$ cat src/rtl/i2cwag_pkg.sv
// Shared types and constants for the im2col window address generator.
`default_nettype none

package i2cwag_pkg;

  // Field widths
  localparam int COORD_W  = 12;
  localparam int DIM_W    = 13;
  localparam int KER_W    = 4;
  localparam int STEP_W   = 4;
  localparam int MARGIN_W = 3;
  localparam int INDEX_W  = 24;
  localparam int TAP_W    = 6;
  localparam int TOTAL_W  = 7;
  localparam int TAP_LIMIT = 64;

  // Configuration register indexes
  localparam logic [2:0] REG_IMAGE_HEIGHT = 3'd0;
  localparam logic [2:0] REG_IMAGE_WIDTH  = 3'd1;
  localparam logic [2:0] REG_WINDOW_ROWS  = 3'd2;
  localparam logic [2:0] REG_WINDOW_COLS  = 3'd3;
  localparam logic [2:0] REG_STEP_ROWS    = 3'd4;
  localparam logic [2:0] REG_STEP_COLS    = 3'd5;
  localparam logic [2:0] REG_MARGIN_TOP   = 3'd6;
  localparam logic [2:0] REG_MARGIN_LEFT  = 3'd7;

  // One tap issued by the sequencer
  typedef struct packed {
    logic [COORD_W-1:0] row;
    logic [COORD_W-1:0] col;
    logic [KER_W-1:0]   ky;
    logic [KER_W-1:0]   kx;
    logic [TAP_W-1:0]   n;
    logic               last;
  } tap_t;

  // Image geometry seen by the address pipeline (dimensions already limited)
  typedef struct packed {
    logic [DIM_W-1:0]    h;
    logic [DIM_W-1:0]    w;
    logic [STEP_W-1:0]   step_rows;
    logic [STEP_W-1:0]   step_cols;
    logic [MARGIN_W-1:0] margin_top;
    logic [MARGIN_W-1:0] margin_left;
  } geom_t;

endpackage

`default_nettype wire

$ cat src/rtl/im2col_window_address_generator_unit.sv
// Top level of the im2col window address generator.
`default_nettype none

// For each output pixel (out_row, out_col) taken on the slave stream, the unit
// emits one transaction per window tap, at most 64, in row-major order: the source pixel
// index row*width+column (zero for padding taps), an inside flag on tuser,
// the tap number, and tlast on the final tap. The tap sequencer issues one tap
// per cycle while the pipeline accepts taps; the next pixel is taken in the cycle
// after the last tap of the current one has been issued. Each tap is registered
// in the sequencer and then flows through a four-stage pipeline that stalls as a
// whole on m_axis_tready. A pixel whose window is empty is taken and gives no
// result. Configuration is written through cfg_wr_en/cfg_addr/cfg_wr_data
// while idle.

module im2col_window_address_generator_unit
  import i2cwag_pkg::*;
#(
  parameter int MAX_DIM    = 4096,
  parameter int MAX_KERNEL = 8,
  parameter int DILATION_Y = 1,
  parameter int DILATION_X = 1
) (
  input  wire logic        clk,
  input  wire logic        rst,
  input  wire logic        cfg_wr_en,
  input  wire logic [2:0]  cfg_addr,
  input  wire logic [12:0] cfg_wr_data,
  input  wire logic        s_axis_tvalid,
  output logic             s_axis_tready,
  input  wire logic [23:0] s_axis_tdata,   // out_row[11:0], out_col[23:12]
  output logic             m_axis_tvalid,
  input  wire logic        m_axis_tready,
  output logic [31:0]      m_axis_tdata,   // pixel_index[23:0], tap_number[29:24], zero
  output logic             m_axis_tuser,   // inside_res[0]
  output logic             m_axis_tlast
);

  localparam int DIM_CAP = (MAX_DIM > 8191) ? 8191 : MAX_DIM;
  localparam int KER_CAP = (MAX_KERNEL > 15) ? 15 : MAX_KERNEL;

  logic [DIM_W-1:0]    image_height;
  logic [DIM_W-1:0]    image_width;
  logic [KER_W-1:0]    window_rows;
  logic [KER_W-1:0]    window_cols;
  logic [STEP_W-1:0]   step_rows;
  logic [STEP_W-1:0]   step_cols;
  logic [MARGIN_W-1:0] margin_top;
  logic [MARGIN_W-1:0] margin_left;

  logic [KER_W-1:0]    kr;
  logic [KER_W-1:0]    kc;
  logic [2*KER_W-1:0]  taps;
  logic [TOTAL_W-1:0]  total;
  geom_t               geom;

  logic                tap_valid;
  logic                tap_ready;
  tap_t                tap;
  logic [INDEX_W-1:0]  pixel_index;
  logic [TAP_W-1:0]    tap_number;

  // Configuration registers
  always_ff @(posedge clk) begin
    if (rst) begin
      image_height <= DIM_W'(224);
      image_width  <= DIM_W'(224);
      window_rows  <= KER_W'(3);
      window_cols  <= KER_W'(3);
      step_rows    <= STEP_W'(1);
      step_cols    <= STEP_W'(1);
      margin_top   <= MARGIN_W'(1);
      margin_left  <= MARGIN_W'(1);
    end else if (cfg_wr_en) begin
      case (cfg_addr)
        REG_IMAGE_HEIGHT: image_height <= cfg_wr_data;
        REG_IMAGE_WIDTH:  image_width  <= cfg_wr_data;
        REG_WINDOW_ROWS:  window_rows  <= cfg_wr_data[KER_W-1:0];
        REG_WINDOW_COLS:  window_cols  <= cfg_wr_data[KER_W-1:0];
        REG_STEP_ROWS:    step_rows    <= cfg_wr_data[STEP_W-1:0];
        REG_STEP_COLS:    step_cols    <= cfg_wr_data[STEP_W-1:0];
        REG_MARGIN_TOP:   margin_top   <= cfg_wr_data[MARGIN_W-1:0];
        REG_MARGIN_LEFT:  margin_left  <= cfg_wr_data[MARGIN_W-1:0];
        default: ;
      endcase
    end
  end

  // Limit window and image sizes; cap tap count
  always_comb begin
    kr    = (window_rows > KER_W'(KER_CAP)) ? KER_W'(KER_CAP) : window_rows;
    kc    = (window_cols > KER_W'(KER_CAP)) ? KER_W'(KER_CAP) : window_cols;
    taps  = (2*KER_W)'(kr) * (2*KER_W)'(kc);
    total = (taps > (2*KER_W)'(TAP_LIMIT)) ? TOTAL_W'(TAP_LIMIT) : taps[TOTAL_W-1:0];
    geom.h = (image_height > DIM_W'(DIM_CAP)) ? DIM_W'(DIM_CAP) : image_height;
    geom.w = (image_width > DIM_W'(DIM_CAP)) ? DIM_W'(DIM_CAP) : image_width;
    geom.step_rows   = step_rows;
    geom.step_cols   = step_cols;
    geom.margin_top  = margin_top;
    geom.margin_left = margin_left;
  end

  i2cwag_tap_seq u_seq (
    .clk       (clk),
    .rst       (rst),
    .in_valid  (s_axis_tvalid),
    .in_ready  (s_axis_tready),
    .in_row    (s_axis_tdata[11:0]),
    .in_col    (s_axis_tdata[23:12]),
    .kc        (kc),
    .total     (total),
    .tap_valid (tap_valid),
    .tap_ready (tap_ready),
    .tap       (tap)
  );

  i2cwag_addr_pipe #(
    .DILATION_Y (DILATION_Y),
    .DILATION_X (DILATION_X)
  ) u_pipe (
    .clk        (clk),
    .rst        (rst),
    .geom       (geom),
    .tap_valid  (tap_valid),
    .tap_ready  (tap_ready),
    .tap        (tap),
    .out_valid  (m_axis_tvalid),
    .out_ready  (m_axis_tready),
    .out_index  (pixel_index),
    .out_inside (m_axis_tuser),
    .out_tap    (tap_number),
    .out_last   (m_axis_tlast)
  );

  assign m_axis_tdata = {2'b00, tap_number, pixel_index};

endmodule

`default_nettype wire

$ cat src/rtl/i2cwag_tap_seq.sv
// Tap sequencer: walks the window of one output pixel, one tap per cycle while tap_ready is high.
`default_nettype none

module i2cwag_tap_seq
  import i2cwag_pkg::*;
(
  input  wire logic               clk,
  input  wire logic               rst,
  input  wire logic               in_valid,
  output logic                    in_ready,
  input  wire logic [COORD_W-1:0] in_row,
  input  wire logic [COORD_W-1:0] in_col,
  input  wire logic [KER_W-1:0]   kc,
  input  wire logic [TOTAL_W-1:0] total,
  output logic                    tap_valid,
  input  wire logic               tap_ready,
  output tap_t                    tap
);

  logic               busy;
  logic [COORD_W-1:0] row;
  logic [COORD_W-1:0] col;
  logic [KER_W-1:0]   ky;
  logic [KER_W-1:0]   kx;
  logic [TAP_W-1:0]   n;
  logic               last;

  assign in_ready  = !busy;
  assign tap_valid = busy;
  assign last      = ((TOTAL_W'(n) + TOTAL_W'(1)) == total);

  always_comb begin
    tap.row  = row;
    tap.col  = col;
    tap.ky   = ky;
    tap.kx   = kx;
    tap.n    = n;
    tap.last = last;
  end

  // Control: busy while taps remain for the current pixel
  always_ff @(posedge clk) begin
    if (rst) begin
      busy <= 1'b0;
    end else if (!busy && in_valid) begin
      busy <= (total != '0);
    end else if (busy && tap_ready && last) begin
      busy <= 1'b0;
    end
  end

  // Window counters, row-major
  always_ff @(posedge clk) begin
    if (!busy && in_valid) begin
      row <= in_row;
      col <= in_col;
      ky  <= '0;
      kx  <= '0;
      n   <= '0;
    end else if (busy && tap_ready && !last) begin
      n <= n + TAP_W'(1);
      if (kx == kc - KER_W'(1)) begin
        kx <= '0;
        ky <= ky + KER_W'(1);
      end else begin
        kx <= kx + KER_W'(1);
      end
    end
  end

endmodule

`default_nettype wire

$ cat src/rtl/i2cwag_addr_pipe.sv
// Four-stage address pipeline: scale, offset, bounds and multiply, final add.
`default_nettype none

module i2cwag_addr_pipe
  import i2cwag_pkg::*;
#(
  parameter int DILATION_Y = 1,
  parameter int DILATION_X = 1
) (
  input  wire logic               clk,
  input  wire logic               rst,
  input  wire geom_t              geom,
  input  wire logic               tap_valid,
  output logic                    tap_ready,
  input  wire tap_t               tap,
  output logic                    out_valid,
  input  wire logic               out_ready,
  output logic [INDEX_W-1:0]      out_index,
  output logic                    out_inside,
  output logic [TAP_W-1:0]        out_tap,
  output logic                    out_last
);

  localparam int SCALE_W = COORD_W + STEP_W;
  localparam int KOFF_W  = 8;
  localparam int SY_W    = SCALE_W + 2;
  localparam int MUL_W   = 2 * DIM_W;

  logic advance;

  // Stage 1 registers
  logic               v1;
  logic [SCALE_W-1:0] ry1;
  logic [SCALE_W-1:0] cx1;
  logic [KOFF_W-1:0]  oy1;
  logic [KOFF_W-1:0]  ox1;
  logic [TAP_W-1:0]   n1;
  logic               l1;

  // Stage 2 registers
  logic               v2;
  logic [SY_W-1:0]    sy2;
  logic [SY_W-1:0]    sx2;
  logic [TAP_W-1:0]   n2;
  logic               l2;

  // Stage 3 registers
  logic               v3;
  logic               in3;
  logic [MUL_W-1:0]   mul3;
  logic [DIM_W-1:0]   sx3;
  logic [TAP_W-1:0]   n3;
  logic               l3;

  logic               inside2;

  // Whole pipe moves when the output slot is free or being taken
  assign advance   = !out_valid || out_ready;
  assign tap_ready = advance;

  // Valid bits
  always_ff @(posedge clk) begin
    if (rst) begin
      v1        <= 1'b0;
      v2        <= 1'b0;
      v3        <= 1'b0;
      out_valid <= 1'b0;
    end else if (advance) begin
      v1        <= tap_valid;
      v2        <= v1;
      v3        <= v2;
      out_valid <= v3;
    end
  end

  // Stage 1: coordinate times stride, tap offset times dilation
  always_ff @(posedge clk) begin
    if (advance) begin
      ry1 <= SCALE_W'(tap.row) * SCALE_W'(geom.step_rows);
      cx1 <= SCALE_W'(tap.col) * SCALE_W'(geom.step_cols);
      oy1 <= KOFF_W'(tap.ky) * KOFF_W'(DILATION_Y);
      ox1 <= KOFF_W'(tap.kx) * KOFF_W'(DILATION_X);
      n1  <= tap.n;
      l1  <= tap.last;
    end
  end

  // Stage 2: signed source position
  always_ff @(posedge clk) begin
    if (advance) begin
      sy2 <= SY_W'(ry1) + SY_W'(oy1) - SY_W'(geom.margin_top);
      sx2 <= SY_W'(cx1) + SY_W'(ox1) - SY_W'(geom.margin_left);
      n2  <= n1;
      l2  <= l1;
    end
  end

  // Stage 3: bounds check and row base
  assign inside2 = !sy2[SY_W-1] && (sy2[SY_W-2:0] < (SY_W-1)'(geom.h)) &&
                   !sx2[SY_W-1] && (sx2[SY_W-2:0] < (SY_W-1)'(geom.w));

  always_ff @(posedge clk) begin
    if (advance) begin
      in3  <= inside2;
      mul3 <= MUL_W'(sy2[DIM_W-1:0]) * MUL_W'(geom.w);
      sx3  <= sx2[DIM_W-1:0];
      n3   <= n2;
      l3   <= l2;
    end
  end

  // Stage 4: output register, zero index for padding taps
  always_ff @(posedge clk) begin
    if (advance) begin
      out_index  <= in3 ? INDEX_W'(mul3 + MUL_W'(sx3)) : '0;
      out_inside <= in3;
      out_tap    <= n3;
      out_last   <= l3;
    end
  end

endmodule

`default_nettype wire

$ cat config.mk
export PLATFORM = sky130hd
export DESIGN_NAME = im2col_window_address_generator_unit
export DESIGN_NICKNAME = d
export VERILOG_FILES = /design/src/rtl/i2cwag_pkg.sv /design/src/rtl/im2col_window_address_generator_unit.sv /design/src/rtl/i2cwag_tap_seq.sv /design/src/rtl/i2cwag_addr_pipe.sv
export SDC_FILE = /design/constraint.sdc
export NUM_CORES = 1
export LEC_CHECK = 0
export BUFFER_PORTS_ARGS = -buffer_cell sky130_fd_sc_hd__buf_4
export CAP_MARGIN = 20
export CORE_ASPECT_RATIO = 1.4
export CORE_MARGIN = 3
export CORE_UTILIZATION = 58
export CTS_CLUSTER_DIAMETER = 60
export CTS_CLUSTER_SIZE = 10
export DETAILED_ROUTE_END_ITERATION = 10
export GPL_TIMING_DRIVEN = 0
export HOLD_SLACK_MARGIN = 0.15
export PLACE_DENSITY = 0.77
export SKIP_LAST_GASP = 1
export SLEW_MARGIN = 20
export SYNTH_ARGS = -nofsm -noshare
export SYNTH_HDL_FRONTEND = slang
export SYNTH_HIERARCHICAL = 1
export SYNTH_SLANG_ARGS = --single-unit
$ cat constraint.sdc
create_clock -name clk -period 6.6 [get_ports clk]
set_input_delay 0 -clock clk [delete_from_list [all_inputs] [get_ports clk]]
set_output_delay 0 -clock clk [all_outputs]
set_load 0.02 [all_outputs]
==> summary.md, run 1 <==
| Metric | Value |
|---|---|
| Sequential share of the synthesized area | `34.4%` |
| WHS | `0.217 ns` |
| Status | `completed` |
| CTS Root Cell | `clkbuf_16` |
| Die Y | `229 microns` |
| Mean Syn Cell Area | `10.1 sq um` |
| Post-synth EDFFs | `191` |
| # IOs | `81` |
| Fin worst setup slack | `0.326 ns` |
| Final setup fails | `0` |
| Kind of critical path | `register to register` |
| Placer Congestion | `0.954` |
| CTS tree | `done` |
| Share of layout cells above drive strength 1 | `7.71%` |
| Final instance area | `23400 sq um` |
| Worst reg-to-reg path cell count | `18` |
| Worst-path fanout max | `10` |
| VDD IR max | `0.000345 V` |
| Slew margin rel. | `22.4%` |
| Commonest non-fill, non-tap cell in the layout | `inv_1` |
| Total CTS buffers | `30` |
| Worst Tran Pin Value | `1.15 ns` |
| Synth Instances | `2033` |
| Area of the core | `35000 sq um` |
| Most frequent cells in the layout | `299 x inv_1, 270 x nand2_1, 191 x edfxtp_1` |
| DP HPWL | `34800 microns` |
| YS warnings | `6` |
| Largest cells by area after synthesis | `edfxtp_1 28%, fa_1 17%, ha_1 11%, dfxtp_1 6.5%, inv_1 5.5%` |
| WL met1 | `15900 microns` |
| CTS sink cnt | `258` |
| PD cells | `412 nW/um^2` |
| Ant. Diodes | `0` |
| Met2 Wirelength | `24200 microns` |
| Port buffer count | `76` |
| WL/cell | `16.5 microns` |
| Via density | `5.45` |
| H-tree depth | `1` |
| Clock Skew | `0.00967 ns` |
| Leak | `10.9 nW` |
| Initial antenna violation count | `0` |
| Gr usage total | `24.2%` |
| DRC viols | `0` |
| Arr. time, crit path | `6.57 ns` |
| Post-synth top area share | `27.9%` |
| Maximum clock insertion buffer count | `3` |
| Clk Latency, worst-skew pair | `0.56 ns` |
| Setup TNS | `0 ns` |
| Drt first pass iters | `5` |
| CP Launch Type | `register` |
| Crit. End Element | `register` |
| Synth area leader | `edfxtp_1` |
| Starting Density | `58.8%` |
| Fin util | `66.9%` |
| First-pass GRT wire length | `73800 microns` |
| Max Clk Rate | `159 MHz` |
| Area growth syn-to-layout | `13.7%` |
| Met3 wire length | `1640 microns` |
| Place WS | `-0.0700 ns` |
| Fin crit period | `6.27 ns` |
| Vias | `14.7k` |
| Final WL | `44300 microns` |
| Final nets | `2615` |
| Synth unique cells | `90` |
| Gr ovfl total | `0` |
| Placed Area | `21800 sq um` |
| Chip width | `165 microns` |
| Fin. max-slew vios | `0` |
| Top layer in use | `met4` |
| Worst hold stages | `4` |
| Synth Cell Area | `20600 sq um` |
| DR iter-0 viols | `653` |
| Worst-path clk slew | `0.06 ns` |
| Routed Antenna Nets | `0` |
| Largest net degree at the start of global routing | `52` |
| Die area | `37800 sq um` |
| Min-delay worst type | `input pin to register` |
| Async SR Flop Fraction | `0%` |
| Rows | `81` |
| Vias in the first global route | `15.6k` |
| # Post-CTS Setup Buffers | `0` |
| Most used DFF post-synth | `edfxtp_1` |
| Max_cap viols | `0` |
| Fin. Hold Viols | `0` |
| Yosys reg bits | `258` |
| Period Utilization, post-route | `95.1%` |
| Critical Path RT | `6.89 ns` |
| Fillers | `2717` |
| RSZ-0062 raised after global routing | `no` |
==> metrics by stage <==
stage / power, W / instances
after global routing: 0.0106 / 2687
after detailed placement: 0.00813 / 2569
final: 0.00964 / 2687
after global placement: 0.00785 / 2566
after floorplan: 0.00683 / 2034
after CTS: 0.00967 / 2687
==> cell families (layout without fill, tap and decap cells) <==
| family | after synthesis | count (layout) | synth area share, % |
|---|---|---|---|
| adders and majority gates | 351 | 351 | 27.6 |
| muxes | 30 | 30 | 1.46 |
| xor gates and xnor gates | 108 | 108 | 4.63 |
| and+or+nand+nor | 656 | 656 | 16.3 |
| other | 1 | 2 | 0.0182 |
| AOI/OAI and AO/OA | 266 | 266 | 8.87 |
| DFF | 258 | 258 | 34.4 |
| buffers and inverters | 363 | 560 | 6.80 |
==> worst paths after layout <==
path / start / endpoint / slack [ns]
max: image_width[12] / u_pipe/mul3[23] / 0.33
max reg2reg: image_width[12] / u_pipe/mul3[23] / 0.33
min: cfg_wr_data[7] / image_width[7] / 0.22
min reg2reg: u_pipe/n3[5] / u_pipe/out_tap[5] / 0.41
==> flip-flops by register name (all words and copies together) (netlist names), 6 cells and up <==
name              flops
u_pipe/n1             6
u_pipe/n2             6
u_pipe/sx3           13
u_seq/n               6
u_seq/col            12
image_height         13
u_pipe/sy2           18
u_pipe/n3             6
u_pipe/sx2           18
u_pipe/out_index     24
u_seq/row            12
u_pipe/out_tap        6
u_pipe/ry1           16
image_width          13
u_pipe/mul3          24
u_pipe/cx1           16
==> power by group <==
part	switching [W]	leakage, nW	internal [W]
Clock	0.000607	0.406	0.000853
Combinational	0.00322	7.86	0.00239
Sequential	0.000252	2.68	0.00231
==> cell usage after synthesis (5+ instances only) <==
cell	count
nand2b_1	14
nand3_1	22
a31o_1	5
xnor2_1	74
nand2_1	270
a21o_1	29
xor2_1	33
mux2i_1	30
edfxtp_1	191
o21a_1	13
or3_1	8
nand4_1	9
ha_1	181
a21oi_1	92
and2_1	136
o21ai_0	38
nor2b_1	46
nor3_1	18
a211oi_1	11
nor2_1	65
nor4_1	5
o21bai_1	9
fa_1	170
clkbuf_1	55
dfxtp_1	67
and3_1	13
inv_1	299
a211o_1	12
nand3b_1	9
==> routing by layer <==
layer | up-vias | GRT usage, %
li1 | 7072 | -
met1 | 7077 | 25.8
met2 | 366 | 45.8
met3 | 136 | 2.54
met4 | 0 | 12.5
met5 | - | 0
==> final cells by class <==
cell class              instances  area (sq um)  share of cell area [%]
repair buffers                153          1390                    5.93
flip-flops and latches        258          7080                    30.2
clock buffers                  42           827                    3.53
clock inverters                 2          13.8                  0.0588
multi-input cells            1413         12100                    51.8
well taps                     456           571                    2.44
inverters                     299          1120                    4.80
plain buffers                  64           292                    1.25
==> worst max-delay path: stages, from the launching register on <==
cell and delay [ns]:
dfxtp_1 0.34, clkbuf_2 0.22, nor2b_1 0.40, clkbuf_1 0.55, nand2_1 0.16, fa_1 0.49
fa_1 0.55, inv_1 0.06, fa_1 0.51, fa_1 0.54, inv_1 0.06, fa_1 0.53
inv_1 0.04, ha_1 0.35, nand3_1 0.16, o311ai_1 0.62, a31o_2 0.24, a21oi_1 0.07
xnor2_1 0.12
==> repair_timing <==
action                                  4_1_cts  5_1_grt
endpoints found under the hold margin        81        0
hold buffers                                 74        0
cloned                                        0        0
endpoints found under the setup margin        1        7
gates resized for setup                       1       21
(Power assumes the default switching activity.)
==> run 2: changes to the inputs <==
CORE_ASPECT_RATIO = not set   (was 1.4)
==> summary.md, run 2 (same netlist as run 1, synthesis figures left out) <==
| Metric | Value |
|---|---|
| Chip width | `194 microns (+18%)` |
| H-tree depth | `2 (+1)` |
| Max_cap viols | `0 (unchanged)` |
| Via density | `5.38 (-1.4%)` |
| Largest net degree at the start of global routing | `54 (+3.8%)` |
| Min-Delay Startpoint | `s_axis_tdata[12]` |
| First-pass GRT wire length | `71400 microns (-3.3%)` |
| Critical Path RT | `6.85 ns (-0.04 ns)` |
| Ant. Diodes | `0 (unchanged)` |
| PD cells | `419 nW/um^2 (+1.7%)` |
| Maximum clock insertion buffer count | `3 (unchanged)` |
| Slew margin rel. | `32.4% (+10 points)` |
| DR iter-0 viols | `701 (+7.4%)` |
| Sw Pwr | `0.00410 W (+0.39%)` |
| Kind of critical path | `register to register` |
| Placer Congestion | `0.951 (-0.23%)` |
| # Post-CTS Setup Buffers | `0 (unchanged)` |
| Vias | `14.4k (-2.0%)` |
| CTS sink cnt | `258 (unchanged)` |
| Internal | `0.00565 W (+1.8%)` |
| Sequential power share | `26.4% (-0.2 points)` |
| Crit path launch | `image_width[12]` |
| Fin. Hold Viols | `0 (unchanged)` |
| Clock Power Share | `17.0% (+1.8 points)` |
| Combinational fraction of design power | `56.6% (-1.7 points)` |
| Min-delay worst type | `input pin to register` |
| Die Y | `194 microns (-15%)` |
| Pwr Total | `0.00975 W (+1.2%)` |
| Gr usage total | `22.9% (-1.3 points)` |
| DRC viols | `0 (unchanged)` |
| Rows | `68 (-16%)` |
| Arr. time, crit path | `6.53 ns (-0.04 ns)` |
| Final setup fails | `0 (unchanged)` |
| CTS tree | `done` |
| Setup TNS | `0 ns (unchanged)` |
| Commonest non-fill, non-tap cell in the layout | `inv_1` |
| Area growth syn-to-layout | `13.1%` |
| CP Launch Type | `register` |
| Starting Density | `59.3% (+0.43 points)` |
| Clk Latency, worst-skew pair | `0.53 ns (-0.03 ns)` |
| Max Clk Rate | `159 MHz (about the same)` |
| Vias in the first global route | `14.9k (-4.5%)` |
| VDD IR max | `0.000402 V (+17%)` |
| Total CTS buffers | `34 (+13%)` |
| Worst-path clk slew | `0.05 ns (about the same)` |
| Period Utilization, post-route | `95.0% (about the same)` |
| WL/cell | `16.2 microns (-1.8%)` |
| RR Startpoint | `image_width[12]` |
| Fin. max-slew vios | `0 (unchanged)` |
| Final WL | `43300 microns (-2.4%)` |
| Share of layout cells above drive strength 1 | `7.99% (+0.28 points)` |
| Crit. End Element | `register` |
| Fin crit period | `6.27 ns (-0.00135 ns)` |
| Fin util | `67.0% (+0.12 points)` |
| Final nets | `2591 (-0.92%)` |
| Leak | `10.9 nW (-0.40%)` |
| Port buffer count | `76 (unchanged)` |
| Sw frac | `42.0% (-0.34 points)` |
| Die area | `37800 sq um (about the same)` |
| Area of the core | `34700 sq um (-0.72%)` |
| Biggest regs | `u_pipe/mul3: 24 flops, u_pipe/out_index: 24 flops` |
| # IOs | `81 (unchanged)` |
| Status | `completed` |
| Initial antenna violation count | `0 (unchanged)` |
| Clock Skew | `0.0246 ns (+0.0149 ns)` |
| Most frequent cells in the layout | `298 x inv_1, 270 x nand2_1, 191 x edfxtp_1` |
| Worst Tran Pin Value | `1.00 ns (-0.148 ns)` |
| Drt first pass iters | `7 (+2)` |
| DP HPWL | `34000 microns (-2.3%)` |
| Routed Antenna Nets | `0 (unchanged)` |
| Worst-path fanout max | `10 (unchanged)` |
| CTS Root Cell | `clkbuf_16` |
| Gr ovfl total | `0 (unchanged)` |
run 2: changes by cell type in the layout (fill, tap and decap cells not counted), sizes merged:
cell / previous run / this run
clkinv: 0 / 3
clkbuf: 97 / 104
inv: 300 / 304
clkinvlp: 1 / 0
dlygate4sd3: 74 / 46
run 2: worst max-delay path, cell delays in order, from the launching register on:
cell and delay, ns:
dfxtp_1 0.36, clkbuf_2 0.21, nor2b_1 0.36, clkbuf_1 0.48
nand2_1 0.15, fa_1 0.51, fa_1 0.54, inv_1 0.06
fa_1 0.53, fa_1 0.55, inv_1 0.05, fa_1 0.52
inv_1 0.04, ha_1 0.36, nand3_1 0.17, o311ai_0 0.67
a31o_2 0.24, a21oi_1 0.07, xnor2_1 0.12
run 2: final timing paths:
kind / cells after the start / end / slack (ns)
max: 18 / u_pipe/mul3[23] / 0.33
min: 2 / u_seq/col[0] / 0.18
max reg2reg: 18 / u_pipe/mul3[23] / 0.33
min reg2reg: 0 / u_pipe/n2[4] / 0.41
run 2: layer usage:
| metal | wire, microns | track usage, % | vias to the layer above | share of wire (%) |
|---|---|---|---|---|
| met4 | 1560 | 8.75 | 0 | 3.6 |
| met3 | 1810 | 3.09 | 88 | 4.2 |
| li1 | - | - | 7037 | - |
| met2 | 21900 | 41.2 | 312 | 51 |
| met5 | 0 | 0 | - | 0 |
| met1 | 18000 | 28.0 | 6926 | 42 |
run 2: per-stage QoR:
step                      cell area, sq um  cells  hold WS, ns  setup slack (ns)
after floorplan                      20600   2034       0.0691            0.0215
after global routing                 23300   2671        0.173          -0.00279
after CTS                            23300   2671        0.155            0.0351
after detailed placement             21800   2568        0.179            0.0619
final                                23300   2671        0.183             0.327
after global placement               21700   2565        0.178             -2.06
run 2: what timing repair did:
| item | in CTS | in global routing |
|---|---|---|
| endpoints found under the setup margin | 0 | 6 |
| hold endpoints to repair | 79 | 0 |
| hold buffers | 46 | 0 |
| gates resized for setup | 0 | 17 |
run 2: area by class of cell:
type	instances	area, sq um
multi-input cells	1413	12100
fillers	2650	11400
flip-flops and latches	258	7080
inverters	299	1120
repair buffers	125	1110
clock buffers	49	907
well taps	455	569
plain buffers	64	290
clock inverters	8	96.3
run 2: power by group through the flow:
stage	clock network, W	logic, W	registers (W)
floorplan	0	0.00434	0.00249
global placement	0	0.00525	0.00259
global route	0.00177	0.00634	0.00260
finish	0.00166	0.00552	0.00257
CTS	0.00170	0.00553	0.00257
detailed placement	0	0.00547	0.00260
